**src/rtl/core/kwm_pkg.sv**
```systemverilog
// ----------------------------------------------------------------------------
// kwm_pkg: shared types and constants for the k-way merge min-heap
// Sizes, heap entry and job formats, command and status codes, and the
// entry ordering function used by the sift engine.
// ----------------------------------------------------------------------------
`default_nettype none

package kwm_pkg;

   // Heap capacity equals the number of merged streams.
   localparam int NUM_LANES       = 8;
   localparam int VALUE_WIDTH     = 32;

   // Port field widths are fixed by the interface.
   localparam int LANE_WIDTH      = 3;
   localparam int OUT_VALUE_WIDTH = 32;
   localparam int OCC_WIDTH       = 4;

   localparam int ADDR_WIDTH      = $clog2(NUM_LANES);
   localparam int COUNT_WIDTH     = $clog2(NUM_LANES + 1);
   localparam int CHILD_WIDTH     = ADDR_WIDTH + 2;

   localparam int QUEUE_DEPTH     = 2;
   localparam int QPTR_WIDTH      = $clog2(QUEUE_DEPTH);
   localparam int QCOUNT_WIDTH    = $clog2(QUEUE_DEPTH + 1);

   localparam logic CMD_INSERT = 1'b0;
   localparam logic CMD_POP    = 1'b1;

   typedef enum logic [1:0] {
      OP_INSERT,
      OP_POP,
      OP_FULL,
      OP_EMPTY
   } op_type;

   typedef enum logic [1:0] {
      STATUS_INSERTED,
      STATUS_POPPED,
      STATUS_EMPTY,
      STATUS_FULL
   } status_type;

   typedef enum logic [2:0] {
      ST_IDLE,
      ST_INS_STEP,
      ST_INS_CMP,
      ST_POP_READ,
      ST_POP_LOAD,
      ST_DOWN_STEP,
      ST_DOWN_CMP,
      ST_RESP
   } back_state_type;

   typedef struct packed {
      logic signed [VALUE_WIDTH-1:0] value;
      logic [LANE_WIDTH-1:0]         lane;
   } entry_type;

   // One classified transaction on its way to the heap engine. The count is
   // the heap occupancy before this transaction.
   typedef struct packed {
      op_type                 op;
      logic [COUNT_WIDTH-1:0] count;
      entry_type              entry;
   } job_type;

   typedef struct packed {
      logic valid;
      logic full;
   } queue_status_type;

   // Smaller value first; equal values leave in lane order.
   function automatic logic entry_before(input entry_type a, input entry_type b);
      logic result;
      if (a.value != b.value) begin
         result = ($signed(a.value) < $signed(b.value));
      end else begin
         result = (a.lane < b.lane);
      end
      return result;
   endfunction

endpackage

`default_nettype wire

```
**src/rtl/core/kwm_front.sv**
```systemverilog
// ----------------------------------------------------------------------------
// kwm_front: request intake and classification
// Accepts request transactions, tracks heap occupancy and tags each one as
// a real insert or pop, or as a rejected full insert or empty pop.
// ----------------------------------------------------------------------------
`default_nettype none

module kwm_front (
   input  wire                                  clock,
   input  wire                                  reset,
   input  wire                                  req_valid,
   output logic                                 req_stall,
   input  wire                                  req_command,
   input  wire  [kwm_pkg::LANE_WIDTH-1:0]       req_lane,
   input  wire  signed [kwm_pkg::OUT_VALUE_WIDTH-1:0] req_value,
   input  kwm_pkg::queue_status_type            q_status,
   output logic                                 q_push,
   output kwm_pkg::job_type                     q_push_job,
   output logic [kwm_pkg::COUNT_WIDTH-1:0]      count
);

   logic [kwm_pkg::COUNT_WIDTH-1:0] count_ff;
   logic [kwm_pkg::COUNT_WIDTH-1:0] count_in;

   assign req_stall = q_status.full;
   assign q_push    = req_valid && !q_status.full;
   assign count     = count_ff;

   always_comb begin
      q_push_job.count       = count_ff;
      q_push_job.entry.lane  = req_lane;
      // The value is read as a VALUE_WIDTH-bit number from the port's low bits.
      q_push_job.entry.value = kwm_pkg::VALUE_WIDTH'($unsigned(req_value));
      count_in               = count_ff;
      if (req_command == kwm_pkg::CMD_INSERT) begin
         if (count_ff == kwm_pkg::COUNT_WIDTH'(kwm_pkg::NUM_LANES)) begin
            q_push_job.op = kwm_pkg::OP_FULL;
         end else begin
            q_push_job.op = kwm_pkg::OP_INSERT;
            count_in      = count_ff + kwm_pkg::COUNT_WIDTH'(1);
         end
      end else begin
         if (count_ff == '0) begin
            q_push_job.op = kwm_pkg::OP_EMPTY;
         end else begin
            q_push_job.op = kwm_pkg::OP_POP;
            count_in      = count_ff - kwm_pkg::COUNT_WIDTH'(1);
         end
      end
   end

   always_ff @(posedge clock) begin
      if (reset) begin
         count_ff <= '0;
      end else if (q_push) begin
         count_ff <= count_in;
      end
   end

endmodule

`default_nettype wire

```
**src/rtl/core/kwm_queue.sv**
```systemverilog
// ----------------------------------------------------------------------------
// kwm_queue: job queue between intake and heap engine
// A short first-in first-out buffer of classified jobs.
// ----------------------------------------------------------------------------
`default_nettype none

module kwm_queue (
   input  wire                       clock,
   input  wire                       reset,
   input  wire                       q_push,
   input  kwm_pkg::job_type          q_push_job,
   input  wire                       q_pop,
   output kwm_pkg::queue_status_type q_status,
   output kwm_pkg::job_type          q_head
);

   kwm_pkg::job_type                 job_ff [kwm_pkg::QUEUE_DEPTH];
   logic [kwm_pkg::QPTR_WIDTH-1:0]   wr_ptr_ff;
   logic [kwm_pkg::QPTR_WIDTH-1:0]   wr_ptr_in;
   logic [kwm_pkg::QPTR_WIDTH-1:0]   rd_ptr_ff;
   logic [kwm_pkg::QPTR_WIDTH-1:0]   rd_ptr_in;
   logic [kwm_pkg::QCOUNT_WIDTH-1:0] fill_ff;
   logic [kwm_pkg::QCOUNT_WIDTH-1:0] fill_in;

   function automatic logic [kwm_pkg::QPTR_WIDTH-1:0] ptr_next(
      input logic [kwm_pkg::QPTR_WIDTH-1:0] ptr
   );
      logic [kwm_pkg::QPTR_WIDTH-1:0] result;
      if (ptr == kwm_pkg::QPTR_WIDTH'(kwm_pkg::QUEUE_DEPTH - 1)) begin
         result = '0;
      end else begin
         result = ptr + kwm_pkg::QPTR_WIDTH'(1);
      end
      return result;
   endfunction

   assign q_status.valid = (fill_ff != '0);
   assign q_status.full  = (fill_ff == kwm_pkg::QCOUNT_WIDTH'(kwm_pkg::QUEUE_DEPTH));
   assign q_head         = job_ff[rd_ptr_ff];

   always_comb begin
      wr_ptr_in = q_push ? ptr_next(wr_ptr_ff) : wr_ptr_ff;
      rd_ptr_in = q_pop  ? ptr_next(rd_ptr_ff) : rd_ptr_ff;
      case ({q_push, q_pop})
         2'b10:   fill_in = fill_ff + kwm_pkg::QCOUNT_WIDTH'(1);
         2'b01:   fill_in = fill_ff - kwm_pkg::QCOUNT_WIDTH'(1);
         default: fill_in = fill_ff;
      endcase
   end

   always_ff @(posedge clock) begin
      if (reset) begin
         wr_ptr_ff <= '0;
         rd_ptr_ff <= '0;
         fill_ff   <= '0;
      end else begin
         wr_ptr_ff <= wr_ptr_in;
         rd_ptr_ff <= rd_ptr_in;
         fill_ff   <= fill_in;
      end
   end

   always_ff @(posedge clock) begin
      if (q_push) begin
         job_ff[wr_ptr_ff] <= q_push_job;
      end
   end

endmodule

`default_nettype wire

```
**src/rtl/core/kwm_back.sv**
```systemverilog
// ----------------------------------------------------------------------------
// kwm_back: heap engine
// Runs one job at a time against the heap memory: hole-based sift-up for an
// insert, root removal and sift-down for a pop, then registers the response.
// ----------------------------------------------------------------------------
`default_nettype none

module kwm_back (
   input  wire                                         clock,
   input  wire                                         reset,
   input  kwm_pkg::queue_status_type                   q_status,
   input  kwm_pkg::job_type                            q_head,
   output logic                                        q_pop,
   output logic                                        rsp_valid,
   input  wire                                         rsp_stall,
   output logic [1:0]                                  rsp_status,
   output logic signed [kwm_pkg::OUT_VALUE_WIDTH-1:0]  rsp_min_value,
   output logic [kwm_pkg::LANE_WIDTH-1:0]              rsp_min_lane,
   output logic [kwm_pkg::OCC_WIDTH-1:0]               rsp_occupancy
);

   kwm_pkg::back_state_type state_ff;
   kwm_pkg::back_state_type state_in;

   // Heap memory: one write port, two registered read ports.
   kwm_pkg::entry_type heap_mem_ff [kwm_pkg::NUM_LANES];
   kwm_pkg::entry_type rd_a_ff;
   kwm_pkg::entry_type rd_b_ff;
   logic                            mem_we;
   logic [kwm_pkg::ADDR_WIDTH-1:0]  mem_waddr;
   kwm_pkg::entry_type              mem_wdata;
   logic [kwm_pkg::ADDR_WIDTH-1:0]  rd_a_addr;
   logic [kwm_pkg::ADDR_WIDTH-1:0]  rd_b_addr;

   // Sift working registers.
   kwm_pkg::entry_type              cur_ff;
   kwm_pkg::entry_type              cur_in;
   logic [kwm_pkg::ADDR_WIDTH-1:0]  pos_ff;
   logic [kwm_pkg::ADDR_WIDTH-1:0]  pos_in;
   logic [kwm_pkg::COUNT_WIDTH-1:0] cnt_ff;
   logic [kwm_pkg::COUNT_WIDTH-1:0] cnt_in;

   // Pending response.
   kwm_pkg::status_type             res_status_ff;
   kwm_pkg::status_type             res_status_in;
   logic [kwm_pkg::VALUE_WIDTH-1:0] res_value_ff;
   logic [kwm_pkg::VALUE_WIDTH-1:0] res_value_in;
   logic [kwm_pkg::LANE_WIDTH-1:0]  res_lane_ff;
   logic [kwm_pkg::LANE_WIDTH-1:0]  res_lane_in;
   logic [kwm_pkg::COUNT_WIDTH-1:0] res_count_ff;
   logic [kwm_pkg::COUNT_WIDTH-1:0] res_count_in;

   // Output register.
   logic                                 rsp_valid_ff;
   logic                                 rsp_valid_in;
   kwm_pkg::status_type                  rsp_status_ff;
   kwm_pkg::status_type                  rsp_status_in;
   logic [kwm_pkg::OUT_VALUE_WIDTH-1:0]  rsp_value_ff;
   logic [kwm_pkg::OUT_VALUE_WIDTH-1:0]  rsp_value_in;
   logic [kwm_pkg::LANE_WIDTH-1:0]       rsp_lane_ff;
   logic [kwm_pkg::LANE_WIDTH-1:0]       rsp_lane_in;
   logic [kwm_pkg::OCC_WIDTH-1:0]        rsp_occ_ff;
   logic [kwm_pkg::OCC_WIDTH-1:0]        rsp_occ_in;

   // Shared datapath terms.
   logic                             out_free;
   logic [kwm_pkg::ADDR_WIDTH-1:0]   parent;
   logic [kwm_pkg::CHILD_WIDTH-1:0]  left;
   logic [kwm_pkg::CHILD_WIDTH-1:0]  right;
   logic [kwm_pkg::CHILD_WIDTH-1:0]  cnt_ext;
   logic                             left_ok;
   logic                             right_ok;
   logic                             cur_lt_a;
   logic                             a_lt_cur;
   logic                             b_lt_cur;
   logic                             b_lt_a;
   logic                             pick_a;
   logic                             pick_b;
   logic [kwm_pkg::ADDR_WIDTH-1:0]   child_idx;
   kwm_pkg::entry_type               child_entry;

   assign out_free  = !rsp_valid_ff || !rsp_stall;
   assign parent    = (pos_ff - kwm_pkg::ADDR_WIDTH'(1)) >> 1;
   assign left      = {1'b0, pos_ff, 1'b1};
   assign right     = left + kwm_pkg::CHILD_WIDTH'(1);
   assign cnt_ext   = kwm_pkg::CHILD_WIDTH'(cnt_ff);
   assign left_ok   = (left < cnt_ext);
   assign right_ok  = (right < cnt_ext);
   assign cur_lt_a  = kwm_pkg::entry_before(cur_ff, rd_a_ff);
   assign a_lt_cur  = kwm_pkg::entry_before(rd_a_ff, cur_ff);
   assign b_lt_cur  = kwm_pkg::entry_before(rd_b_ff, cur_ff);
   assign b_lt_a    = kwm_pkg::entry_before(rd_b_ff, rd_a_ff);
   // The right child is taken when it exists and is smaller than whichever of
   // the current entry and the left child is smaller.
   assign pick_b      = right_ok && (a_lt_cur ? b_lt_a : b_lt_cur);
   assign pick_a      = a_lt_cur && !pick_b;
   assign child_idx   = pick_b ? right[kwm_pkg::ADDR_WIDTH-1:0]
                               : left[kwm_pkg::ADDR_WIDTH-1:0];
   assign child_entry = pick_b ? rd_b_ff : rd_a_ff;

   // Next state.
   always_comb begin
      state_in = state_ff;
      case (state_ff)
         kwm_pkg::ST_IDLE: begin
            if (q_status.valid) begin
               case (q_head.op)
                  kwm_pkg::OP_INSERT: state_in = kwm_pkg::ST_INS_STEP;
                  kwm_pkg::OP_POP:    state_in = kwm_pkg::ST_POP_READ;
                  default:            state_in = kwm_pkg::ST_RESP;
               endcase
            end
         end
         kwm_pkg::ST_INS_STEP: begin
            state_in = (pos_ff == '0) ? kwm_pkg::ST_RESP : kwm_pkg::ST_INS_CMP;
         end
         kwm_pkg::ST_INS_CMP: begin
            state_in = cur_lt_a ? kwm_pkg::ST_INS_STEP : kwm_pkg::ST_RESP;
         end
         kwm_pkg::ST_POP_READ: begin
            state_in = kwm_pkg::ST_POP_LOAD;
         end
         kwm_pkg::ST_POP_LOAD: begin
            state_in = (cnt_ff == kwm_pkg::COUNT_WIDTH'(1)) ? kwm_pkg::ST_RESP
                                                            : kwm_pkg::ST_DOWN_STEP;
         end
         kwm_pkg::ST_DOWN_STEP: begin
            state_in = left_ok ? kwm_pkg::ST_DOWN_CMP : kwm_pkg::ST_RESP;
         end
         kwm_pkg::ST_DOWN_CMP: begin
            state_in = (pick_a || pick_b) ? kwm_pkg::ST_DOWN_STEP : kwm_pkg::ST_RESP;
         end
         kwm_pkg::ST_RESP: begin
            if (out_free) begin
               state_in = kwm_pkg::ST_IDLE;
            end
         end
         default: state_in = kwm_pkg::ST_IDLE;
      endcase
   end

   // Datapath control and register next values.
   always_comb begin
      q_pop         = 1'b0;
      mem_we        = 1'b0;
      mem_waddr     = pos_ff;
      mem_wdata     = cur_ff;
      rd_a_addr     = '0;
      rd_b_addr     = '0;
      cur_in        = cur_ff;
      pos_in        = pos_ff;
      cnt_in        = cnt_ff;
      res_status_in = res_status_ff;
      res_value_in  = res_value_ff;
      res_lane_in   = res_lane_ff;
      res_count_in  = res_count_ff;
      rsp_valid_in  = rsp_valid_ff && rsp_stall;
      rsp_status_in = rsp_status_ff;
      rsp_value_in  = rsp_value_ff;
      rsp_lane_in   = rsp_lane_ff;
      rsp_occ_in    = rsp_occ_ff;
      case (state_ff)
         kwm_pkg::ST_IDLE: begin
            if (q_status.valid) begin
               q_pop        = 1'b1;
               cur_in       = q_head.entry;
               cnt_in       = q_head.count;
               pos_in       = kwm_pkg::ADDR_WIDTH'(q_head.count);
               res_value_in = '0;
               res_lane_in  = '0;
               res_count_in = q_head.count;
               case (q_head.op)
                  kwm_pkg::OP_INSERT: begin
                     res_status_in = kwm_pkg::STATUS_INSERTED;
                     res_count_in  = q_head.count + kwm_pkg::COUNT_WIDTH'(1);
                  end
                  kwm_pkg::OP_POP: begin
                     res_status_in = kwm_pkg::STATUS_POPPED;
                     res_count_in  = q_head.count - kwm_pkg::COUNT_WIDTH'(1);
                  end
                  kwm_pkg::OP_FULL: begin
                     res_status_in = kwm_pkg::STATUS_FULL;
                  end
                  default: begin
                     res_status_in = kwm_pkg::STATUS_EMPTY;
                  end
               endcase
            end
         end
         kwm_pkg::ST_INS_STEP: begin
            if (pos_ff == '0) begin
               mem_we = 1'b1;
            end else begin
               rd_a_addr = parent;
            end
         end
         kwm_pkg::ST_INS_CMP: begin
            mem_we = 1'b1;
            if (cur_lt_a) begin
               // Move the parent down into the hole and climb one level.
               mem_wdata = rd_a_ff;
               pos_in    = parent;
            end
         end
         kwm_pkg::ST_POP_READ: begin
            rd_a_addr = '0;
            rd_b_addr = kwm_pkg::ADDR_WIDTH'(cnt_ff - kwm_pkg::COUNT_WIDTH'(1));
         end
         kwm_pkg::ST_POP_LOAD: begin
            res_value_in = rd_a_ff.value;
            res_lane_in  = rd_a_ff.lane;
            cur_in       = rd_b_ff;
            cnt_in       = cnt_ff - kwm_pkg::COUNT_WIDTH'(1);
            pos_in       = '0;
         end
         kwm_pkg::ST_DOWN_STEP: begin
            if (left_ok) begin
               rd_a_addr = left[kwm_pkg::ADDR_WIDTH-1:0];
               rd_b_addr = right[kwm_pkg::ADDR_WIDTH-1:0];
            end else begin
               mem_we = 1'b1;
            end
         end
         kwm_pkg::ST_DOWN_CMP: begin
            mem_we = 1'b1;
            if (pick_a || pick_b) begin
               // Move the smaller child up into the hole and descend.
               mem_wdata = child_entry;
               pos_in    = child_idx;
            end
         end
         kwm_pkg::ST_RESP: begin
            if (out_free) begin
               rsp_valid_in  = 1'b1;
               rsp_status_in = res_status_ff;
               rsp_value_in  = kwm_pkg::OUT_VALUE_WIDTH'(res_value_ff);
               rsp_lane_in   = res_lane_ff;
               rsp_occ_in    = kwm_pkg::OCC_WIDTH'(res_count_ff);
            end
         end
         default: begin
            q_pop = 1'b0;
         end
      endcase
   end

   always_ff @(posedge clock) begin
      if (reset) begin
         state_ff     <= kwm_pkg::ST_IDLE;
         rsp_valid_ff <= 1'b0;
      end else begin
         state_ff     <= state_in;
         rsp_valid_ff <= rsp_valid_in;
      end
   end

   always_ff @(posedge clock) begin
      cur_ff        <= cur_in;
      pos_ff        <= pos_in;
      cnt_ff        <= cnt_in;
      res_status_ff <= res_status_in;
      res_value_ff  <= res_value_in;
      res_lane_ff   <= res_lane_in;
      res_count_ff  <= res_count_in;
      rsp_status_ff <= rsp_status_in;
      rsp_value_ff  <= rsp_value_in;
      rsp_lane_ff   <= rsp_lane_in;
      rsp_occ_ff    <= rsp_occ_in;
   end

   always_ff @(posedge clock) begin
      if (mem_we) begin
         heap_mem_ff[mem_waddr] <= mem_wdata;
      end
      rd_a_ff <= heap_mem_ff[rd_a_addr];
      rd_b_ff <= heap_mem_ff[rd_b_addr];
   end

   assign rsp_valid     = rsp_valid_ff;
   assign rsp_status    = rsp_status_ff;
   assign rsp_min_value = rsp_value_ff;
   assign rsp_min_lane  = rsp_lane_ff;
   assign rsp_occupancy = rsp_occ_ff;

endmodule

`default_nettype wire

```
**src/rtl/core/k_way_merge_min_heap.sv**
```systemverilog
// ----------------------------------------------------------------------------
// k_way_merge_min_heap: min-heap merge of sorted input streams
// A feeder inserts lane-tagged values and pops the smallest; each request
// transaction yields exactly one response transaction.
// ----------------------------------------------------------------------------
// Usage. The request channel (req_valid, req_stall, req_command, req_lane,
// req_value) carries an insert (command 0) of a value from a lane, or a pop
// (command 1). The response channel (rsp_valid, rsp_stall, ...) returns one
// transaction per request, in request order: the status (inserted, popped,
// empty on pop, full with the insert dropped), the popped value and lane
// (zero otherwise) and the number of entries held afterward. Equal values
// leave in ascending lane order. After a pop the feeder draws the next
// element from the returned lane.
// Timing. Requests are classified on entry and wait in a two-deep job queue,
// so intake continues while the heap engine works. The engine handles one
// job at a time through a memory with two registered read ports. A rejected
// request goes straight to the response register. An insert climbs from the
// new leaf position one level per compare step until its value no longer
// precedes its parent or reaches the root. A pop reads the root and the last
// entry, loads the last entry as the new root and, unless the heap is now
// empty, sinks it one level per compare step. A new job starts only once the
// engine has registered the previous response.
// Reset empties the heap, the queue and the response register; heap memory
// contents are not cleared and are never read before being written. While
// rsp_stall is high the response holds, the engine waits with its next
// result, and req_stall rises once the job queue has filled.
// ----------------------------------------------------------------------------
`default_nettype none

module k_way_merge_min_heap (
   input  wire                                        clock,
   input  wire                                        reset,
   // Request channel.
   input  wire                                        req_valid,
   output logic                                       req_stall,
   input  wire                                        req_command,
   input  wire  [kwm_pkg::LANE_WIDTH-1:0]             req_lane,
   input  wire  signed [kwm_pkg::OUT_VALUE_WIDTH-1:0] req_value,
   // Response channel.
   output logic                                       rsp_valid,
   input  wire                                        rsp_stall,
   output logic [1:0]                                 rsp_status,
   output logic signed [kwm_pkg::OUT_VALUE_WIDTH-1:0] rsp_min_value,
   output logic [kwm_pkg::LANE_WIDTH-1:0]             rsp_min_lane,
   output logic [kwm_pkg::OCC_WIDTH-1:0]              rsp_occupancy
);

   kwm_pkg::queue_status_type        q_status;
   kwm_pkg::job_type                 q_push_job;
   kwm_pkg::job_type                 q_head;
   logic                             q_push;
   logic                             q_pop;
   logic [kwm_pkg::COUNT_WIDTH-1:0]  fe_count;

   // The front tracks occupancy itself, so every job reaches the engine
   // already resolved into a real insert, a real pop or a rejection.
   kwm_front u_front (
      .clock       (clock),
      .reset       (reset),
      .req_valid   (req_valid),
      .req_stall   (req_stall),
      .req_command (req_command),
      .req_lane    (req_lane),
      .req_value   (req_value),
      .q_status    (q_status),
      .q_push      (q_push),
      .q_push_job  (q_push_job),
      .count       (fe_count)
   );

   kwm_queue u_queue (
      .clock      (clock),
      .reset      (reset),
      .q_push     (q_push),
      .q_push_job (q_push_job),
      .q_pop      (q_pop),
      .q_status   (q_status),
      .q_head     (q_head)
   );

   // The engine owns the heap memory and the response register.
   kwm_back u_back (
      .clock         (clock),
      .reset         (reset),
      .q_status      (q_status),
      .q_head        (q_head),
      .q_pop         (q_pop),
      .rsp_valid     (rsp_valid),
      .rsp_stall     (rsp_stall),
      .rsp_status    (rsp_status),
      .rsp_min_value (rsp_min_value),
      .rsp_min_lane  (rsp_min_lane),
      .rsp_occupancy (rsp_occupancy)
   );

   // The tracked occupancy never exceeds the heap capacity.
   assert property (@(posedge clock) disable iff (reset)
      fe_count <= kwm_pkg::COUNT_WIDTH'(kwm_pkg::NUM_LANES))
      else $error("occupancy beyond heap capacity");

   // The front never pushes a job into a full queue.
   assert property (@(posedge clock) disable iff (reset)
      q_push |-> !q_status.full)
      else $error("job pushed into full queue");

   // An empty pop reports no value and an empty heap.
   assert property (@(posedge clock) disable iff (reset)
      (rsp_valid && rsp_status == kwm_pkg::STATUS_EMPTY) |->
         (rsp_min_value == '0 && rsp_min_lane == '0 && rsp_occupancy == '0))
      else $error("empty pop response malformed");

   // A dropped insert reports a full heap.
   assert property (@(posedge clock) disable iff (reset)
      (rsp_valid && rsp_status == kwm_pkg::STATUS_FULL) |->
         (rsp_min_value == '0 &&
          rsp_occupancy == kwm_pkg::OCC_WIDTH'(kwm_pkg::NUM_LANES)))
      else $error("full insert response malformed");

endmodule

`default_nettype wire
```
**config.mk**
```make
export PLATFORM = sky130hd
export DESIGN_NAME = k_way_merge_min_heap
export DESIGN_NICKNAME = d
export VERILOG_FILES = /design/src/rtl/core/kwm_pkg.sv /design/src/rtl/core/kwm_front.sv /design/src/rtl/core/kwm_queue.sv /design/src/rtl/core/kwm_back.sv /design/src/rtl/core/k_way_merge_min_heap.sv
export SDC_FILE = /design/constraint.sdc
export NUM_CORES = 1
export LEC_CHECK = 0
export ABC_AREA = 1
export BUFFER_PORTS_ARGS = -buffer_cell sky130_fd_sc_hd__clkbuf_2
export CAP_MARGIN = 20
export CORE_MARGIN = 5
export CORE_UTILIZATION = 35
export DETAILED_ROUTE_END_ITERATION = 7
export PLACE_DENSITY_LB_ADDON = 0.3
export REMOVE_ABC_BUFFERS = 1
export SYNTH_ARGS = -nofsm -noshare
export SYNTH_HDL_FRONTEND = slang
export SYNTH_HIERARCHICAL = 1
export SYNTH_SLANG_ARGS = --single-unit
```
**constraint.sdc**
```tcl
create_clock -name clock -period 6.8 [get_ports clock]
set_clock_uncertainty 0.2 [all_clocks]
set_input_delay 0.34 -clock clock [delete_from_list [all_inputs] [get_ports clock]]
set_output_delay 0.34 -clock clock [all_outputs]
set_load 0.005 [all_outputs]
```
==> results.md <==
- Summed over all nets, the switching power comes to 0.00572 W.
- The slowest stage of the critical path belongs to the cell sky130_fd_sc_hd__clkinv_2.
- The number of diodes is 0.
- The floorplan has 103 rows.
- The I/O pin count is 83.
- The die is 292 um wide.
- The post-route netlist has 10.6% of its cells at a drive strength greater than 1.
- The largest buffer count on any clock path is 3.
- The arrival time of the worst setup path is 4750 ps.
- The overall overflow remaining after global route is 0.
- The proportion of total power due to net switching is 38.7%.
- The final route contains 20.4k vias.
- Setup violations remaining at the end of the flow were counted as 0.
- The count of buffers added on input and output ports is 82.
- The portion of synthesized area spent on multiplexers is 2.19%.
- The post-synthesis cell type count is 54.
- In this run the critical register-to-register path is launched from u_back/mem_waddr[0]$_DFFE_PP_.
- From bottom edge to top edge, the die measures 292 um.
- Of the total synthesized cell area, the portion taken by XOR and XNOR cells is 0.251%.
- The startpoint of the most critical setup path is u_back/mem_waddr[0]$_DFFE_PP_.
- STA classifies the critical path startpoint as a flop.
- The total CTS buffers is 61.
- The critical path class is flop to flop.
- The normalized max-slew margin is 23.8%.
- Synthesis produced 2698 cells.
- The dominant cell type by area after synthesis is sky130_fd_sc_hd__edfxtp_1.
- The simple-gate area share of the yosys netlist is 15.2%.
- The post-cts resize count is 0.
- Timing would allow up to 224 MHz.
- The number of buffers and inverters on the critical path is 5.
- Among all flip-flop cells after synthesis, the most frequent one is sky130_fd_sc_hd__edfxtp_1.
- The tree is rooted in a sky130_fd_sc_hd__clkbuf_16.
- The flip-flop and latch area is 16300 sq um.
- The synthesized area per cell is 10.3 sq um.
- The count of TritonRoute iterations in the first routing pass is 5.
- The final net count is 2905.
- The adder-cell area share of the yosys netlist is 5.71%.
- The via count of the first global-routing pass was 20.2k.
- Of the total power, the clock network draws 23.6%.
- STA classifies the critical path endpoint as a flop.
- During synthesis, Yosys emitted a total of 6 warnings.
- The combined area of the multi-input logic cells is 9520 sq um.
- Post-CTS timing repair inserted 0 buffers for setup.
- The share of synthesized flip-flops with an asynchronous set or reset is 0%.
- The overall global routing resource usage is 18.0%.
- The transition time at the pin with the least slew margin is 1140 ps.
- By instance count, the leading cell after synthesis is sky130_fd_sc_hd__nand2_1.
- OpenSTA, run right after detailed placement, puts the worst setup slack at 2400 ps.
- The kind of cell adding the most delay to the critical path is buffers and inverters.
- The post-detailed-route DRC marker count is 0.
- Of the synthesized area, sequential elements account for 58.3%.
- For this block, the routed nets add up to 79300 um of wire.
- After the first detailed-routing iteration, the DRC count stood at 1807.
- The depth of the most critical reg-to-reg path is 12.
- The die covers 85400 sq um.
- In this run the worst path has a maximum fanout of 60.
- The total cell area at the placement stage is 29000 sq um.
- The share of the synthesized area in compound gates (AO/OA/AOI/OAI) is 10.6%.
- The cell internal power dissipation is 0.00906 W.
- The share of the synthesized area in the top cell type is 52.3%.
- The fill cell total of the finished layout is 7531.
- Across the VDD grid, the largest voltage drop is 0.214 mV.
- The layout-stage area growth over the synthesis result is 13.0%.
- Setup repair after global routing left no endpoint under its margin.
- The worst setup path endpoint is u_back/rd_a_ff[15]$_DFF_P_.
- The worst setup margin is 2340 ps.
- Across the run, the number of max-cap violations was 0.
- Clock tree synthesis found a total of 569 sinks.
- The post-detailed-route via-to-cell ratio is 5.31.
- The finished cells cover 31500 sq um.
- Counting I/O delays and the setup requirement, the final critical path takes 4460 ps.
- The standby leakage power is 12.5 nW.
- The areal power density over the cells is 469 nW/um^2.
- The final antenna-violating net count is 0.
- The final hold violation count is 0.
- Sequential cells account for 39.5% of the total power.
- The number of hold buffers added after CTS was 40.
- The tightest hold path in the finished design has a slack of 213 ps.
- Counting buffers and inverters, the worst setup path is 12 cells deep.
- After synthesis, the most frequently instantiated cells are sky130_fd_sc_hd__nand2_1, sky130_fd_sc_hd__edfxtp_1, sky130_fd_sc_hd__inv_1, sky130_fd_sc_hd__nand3_1, sky130_fd_sc_hd__o21ai_0.
- For this run, the slowest stage of the critical path takes 950 ps.
- The first global-routing pass estimated 120000 um of wire.
- The main combinational cell family by area after synthesis is simple AND/OR/NAND/NOR gates.
- The count of pins over their slew limit is 0.
- The synthesized design contains 486 enable-type register cells.
- The initial standard-cell utilization of the core is 35.3%.
- The maximum number of pins on one net before global-route repair is 137.
- After clock tree synthesis, the clock-pin slew on the worst setup and hold paths is 60 ps.
- The min-delay analysis places its worst path in the category flop to flop.
- The initial antenna violation count is 0.
- The wire-length estimate of the detail-placed layout is 49400 um.
- The power share of the combinational group is 36.8%.
- The setup check on the worst reg-to-reg path leaves a slack of 2340 ps.
- TritonCTS built the clock tree.
- For the worst-skew pair, the clock arrives at the later sink with an insertion delay of 620 ps.
- The final critical path takes up 65.5% of the cycle.
- The signal on the critical path passes through inv_1, ha_1, nand3b_1, and2_0, inv_1, nor2_1, a21boi_2, buf_4, clkinv_2, buf_4, o211ai_1, nand2_1.
- Routability-driven placement finished with a final weighted congestion of 0.869.
- After detailed routing, the average wire length per cell comes to 20.7 um.
- The floorplan core area is 79000 sq um.
- The run finished with clean final reports.
- The worst path required time is 7090 ps.
- After synthesis the cells add up to 27900 sq um.
- Synthesis inferred 569 register bits.
- The endpoint identified for the worst register-to-register timing path is u_back/rd_a_ff[15]$_DFF_P_.
- The number of H-tree branching levels is 2.
- Ranked by total cell area, the synthesized netlist is headed by sky130_fd_sc_hd__edfxtp_1, sky130_fd_sc_hd__nand2_1, sky130_fd_sc_hd__dfxtp_1.
==> worst reg2reg max path: stages (launching register included) <==
cell	delay (ps)
sky130_fd_sc_hd__edfxtp_1	560
sky130_fd_sc_hd__inv_1	220
sky130_fd_sc_hd__ha_1	240
sky130_fd_sc_hd__nand3b_1	150
sky130_fd_sc_hd__and2_0	160
sky130_fd_sc_hd__inv_1	80
sky130_fd_sc_hd__nor2_1	70
sky130_fd_sc_hd__a21boi_2	110
sky130_fd_sc_hd__buf_4	510
sky130_fd_sc_hd__clkinv_2	960
sky130_fd_sc_hd__buf_4	690
sky130_fd_sc_hd__o211ai_1	320
sky130_fd_sc_hd__nand2_1	70
==> power groups by stage <==
stage                     combinational, W  sequential [W]  clock [W]
after global routing               0.00609         0.00593    0.00371
after floorplan                    0.00368         0.00568          0
after CTS                          0.00544         0.00583    0.00357
after global placement             0.00521         0.00589          0
final                              0.00545         0.00584    0.00349
after detailed placement           0.00539         0.00590          0
==> kinds of logic after synthesis <==
| group | Yosys count |
|---|---|
| buffers and inverters | 478 |
| AND/OR/NAND/NOR | 1004 |
| adder cells (fa/ha/maj) | 126 |
| AO/OA/AOI/OAI | 472 |
| XOR/XNOR | 8 |
| flip-flops | 569 |
| multiplexers | 41 |
==> sequential cells by signal, summed over array words and instances, names as in the netlist, 3 cells and up, named ones only <==
register and flops:
u_front/count 4, u_back/rsp_min_value 32, u_back/heap_mem_ff 280, u_back/mem_waddr 3
u_back/res_value_ff 32, u_queue/job_ff 82, u_back/rd_b_ff 35, u_back/res_count_ff 4
u_back/cnt_ff 4, u_back/rsp_min_lane 3, u_back/cur_ff 35, u_back/state_ff 3
u_back/rsp_occupancy 4, u_back/res_lane_ff 3, u_back/rd_a_ff 35
==> layout by cell type, fill, tap and decap left out, drive strengths merged, types with 40 or more instances in the layout <==
cell type,netlist,final
nand2,624,624
edfxtp,486,486
inv,294,295
nand3,218,218
clkbuf,58,163
o21ai,142,142
a21oi,134,134
nor2,133,133
ha,124,124
dfxtp,83,83
o211ai,74,74
mux2,41,41
dlygate4sd3,0,40
==> through the flow <==
step	std cells	power, W	utilization [%]	TNS, ps
6_report	3842	0.0148	39.9	0
5_1_grt	3842	0.0157	39.9	0
4_1_cts	3841	0.0148	39.9	0
3_5_place_dp	3685	0.0113	36.7	0
3_3_place_gp	3682	0.0111	36.6	0
2_1_floorplan	2516	0.00936	-	-84230
==> per-layer routing <==
metal  vias to the layer above  share of wire, %  track usage [%]
li1                       9445                 -                -
met1                      9821                42             23.7
met2                       938                47             30.3
met3                       194               7.5             2.90
met4                         0               3.4             6.53
met5                         -                 0                0
==> worst min path at each step <==
stage	slack, ps	startpoint	endpoint	depth (start not counted)
6_report	210	u_back/res_value_ff[9]$_SDFFCE_PN0P_	u_back/rsp_min_value[9]$_DFFE_PP_	0
3_5_place_dp	200	u_back/res_value_ff[24]$_SDFFCE_PN0P_	u_back/rsp_min_value[24]$_DFFE_PP_	0
5_1_grt	220	u_back/res_lane_ff[0]$_SDFFCE_PN0P_	u_back/rsp_min_lane[0]$_DFFE_PP_	0
3_3_place_gp	200	u_back/res_value_ff[24]$_SDFFCE_PN0P_	u_back/rsp_min_value[24]$_DFFE_PP_	0
4_1_cts	210	req_value[20]	u_queue/job_ff[0][23]$_DFFE_PP_	2
2_1_floorplan	200	u_back/res_lane_ff[0]$_SDFFCE_PN0P_	u_back/rsp_min_lane[0]$_DFFE_PP_	0
==> final cells by class <==
class,instances,area share [%]
timing repair buffer,160,3.79
clock buffer,81,5.41
tap,1050,4.17
inverter,296,3.53
clock inverter,35,1.35
multi-input combinational,1651,30.2
sequential,569,51.6
Power figures use the tool's default switching activity.
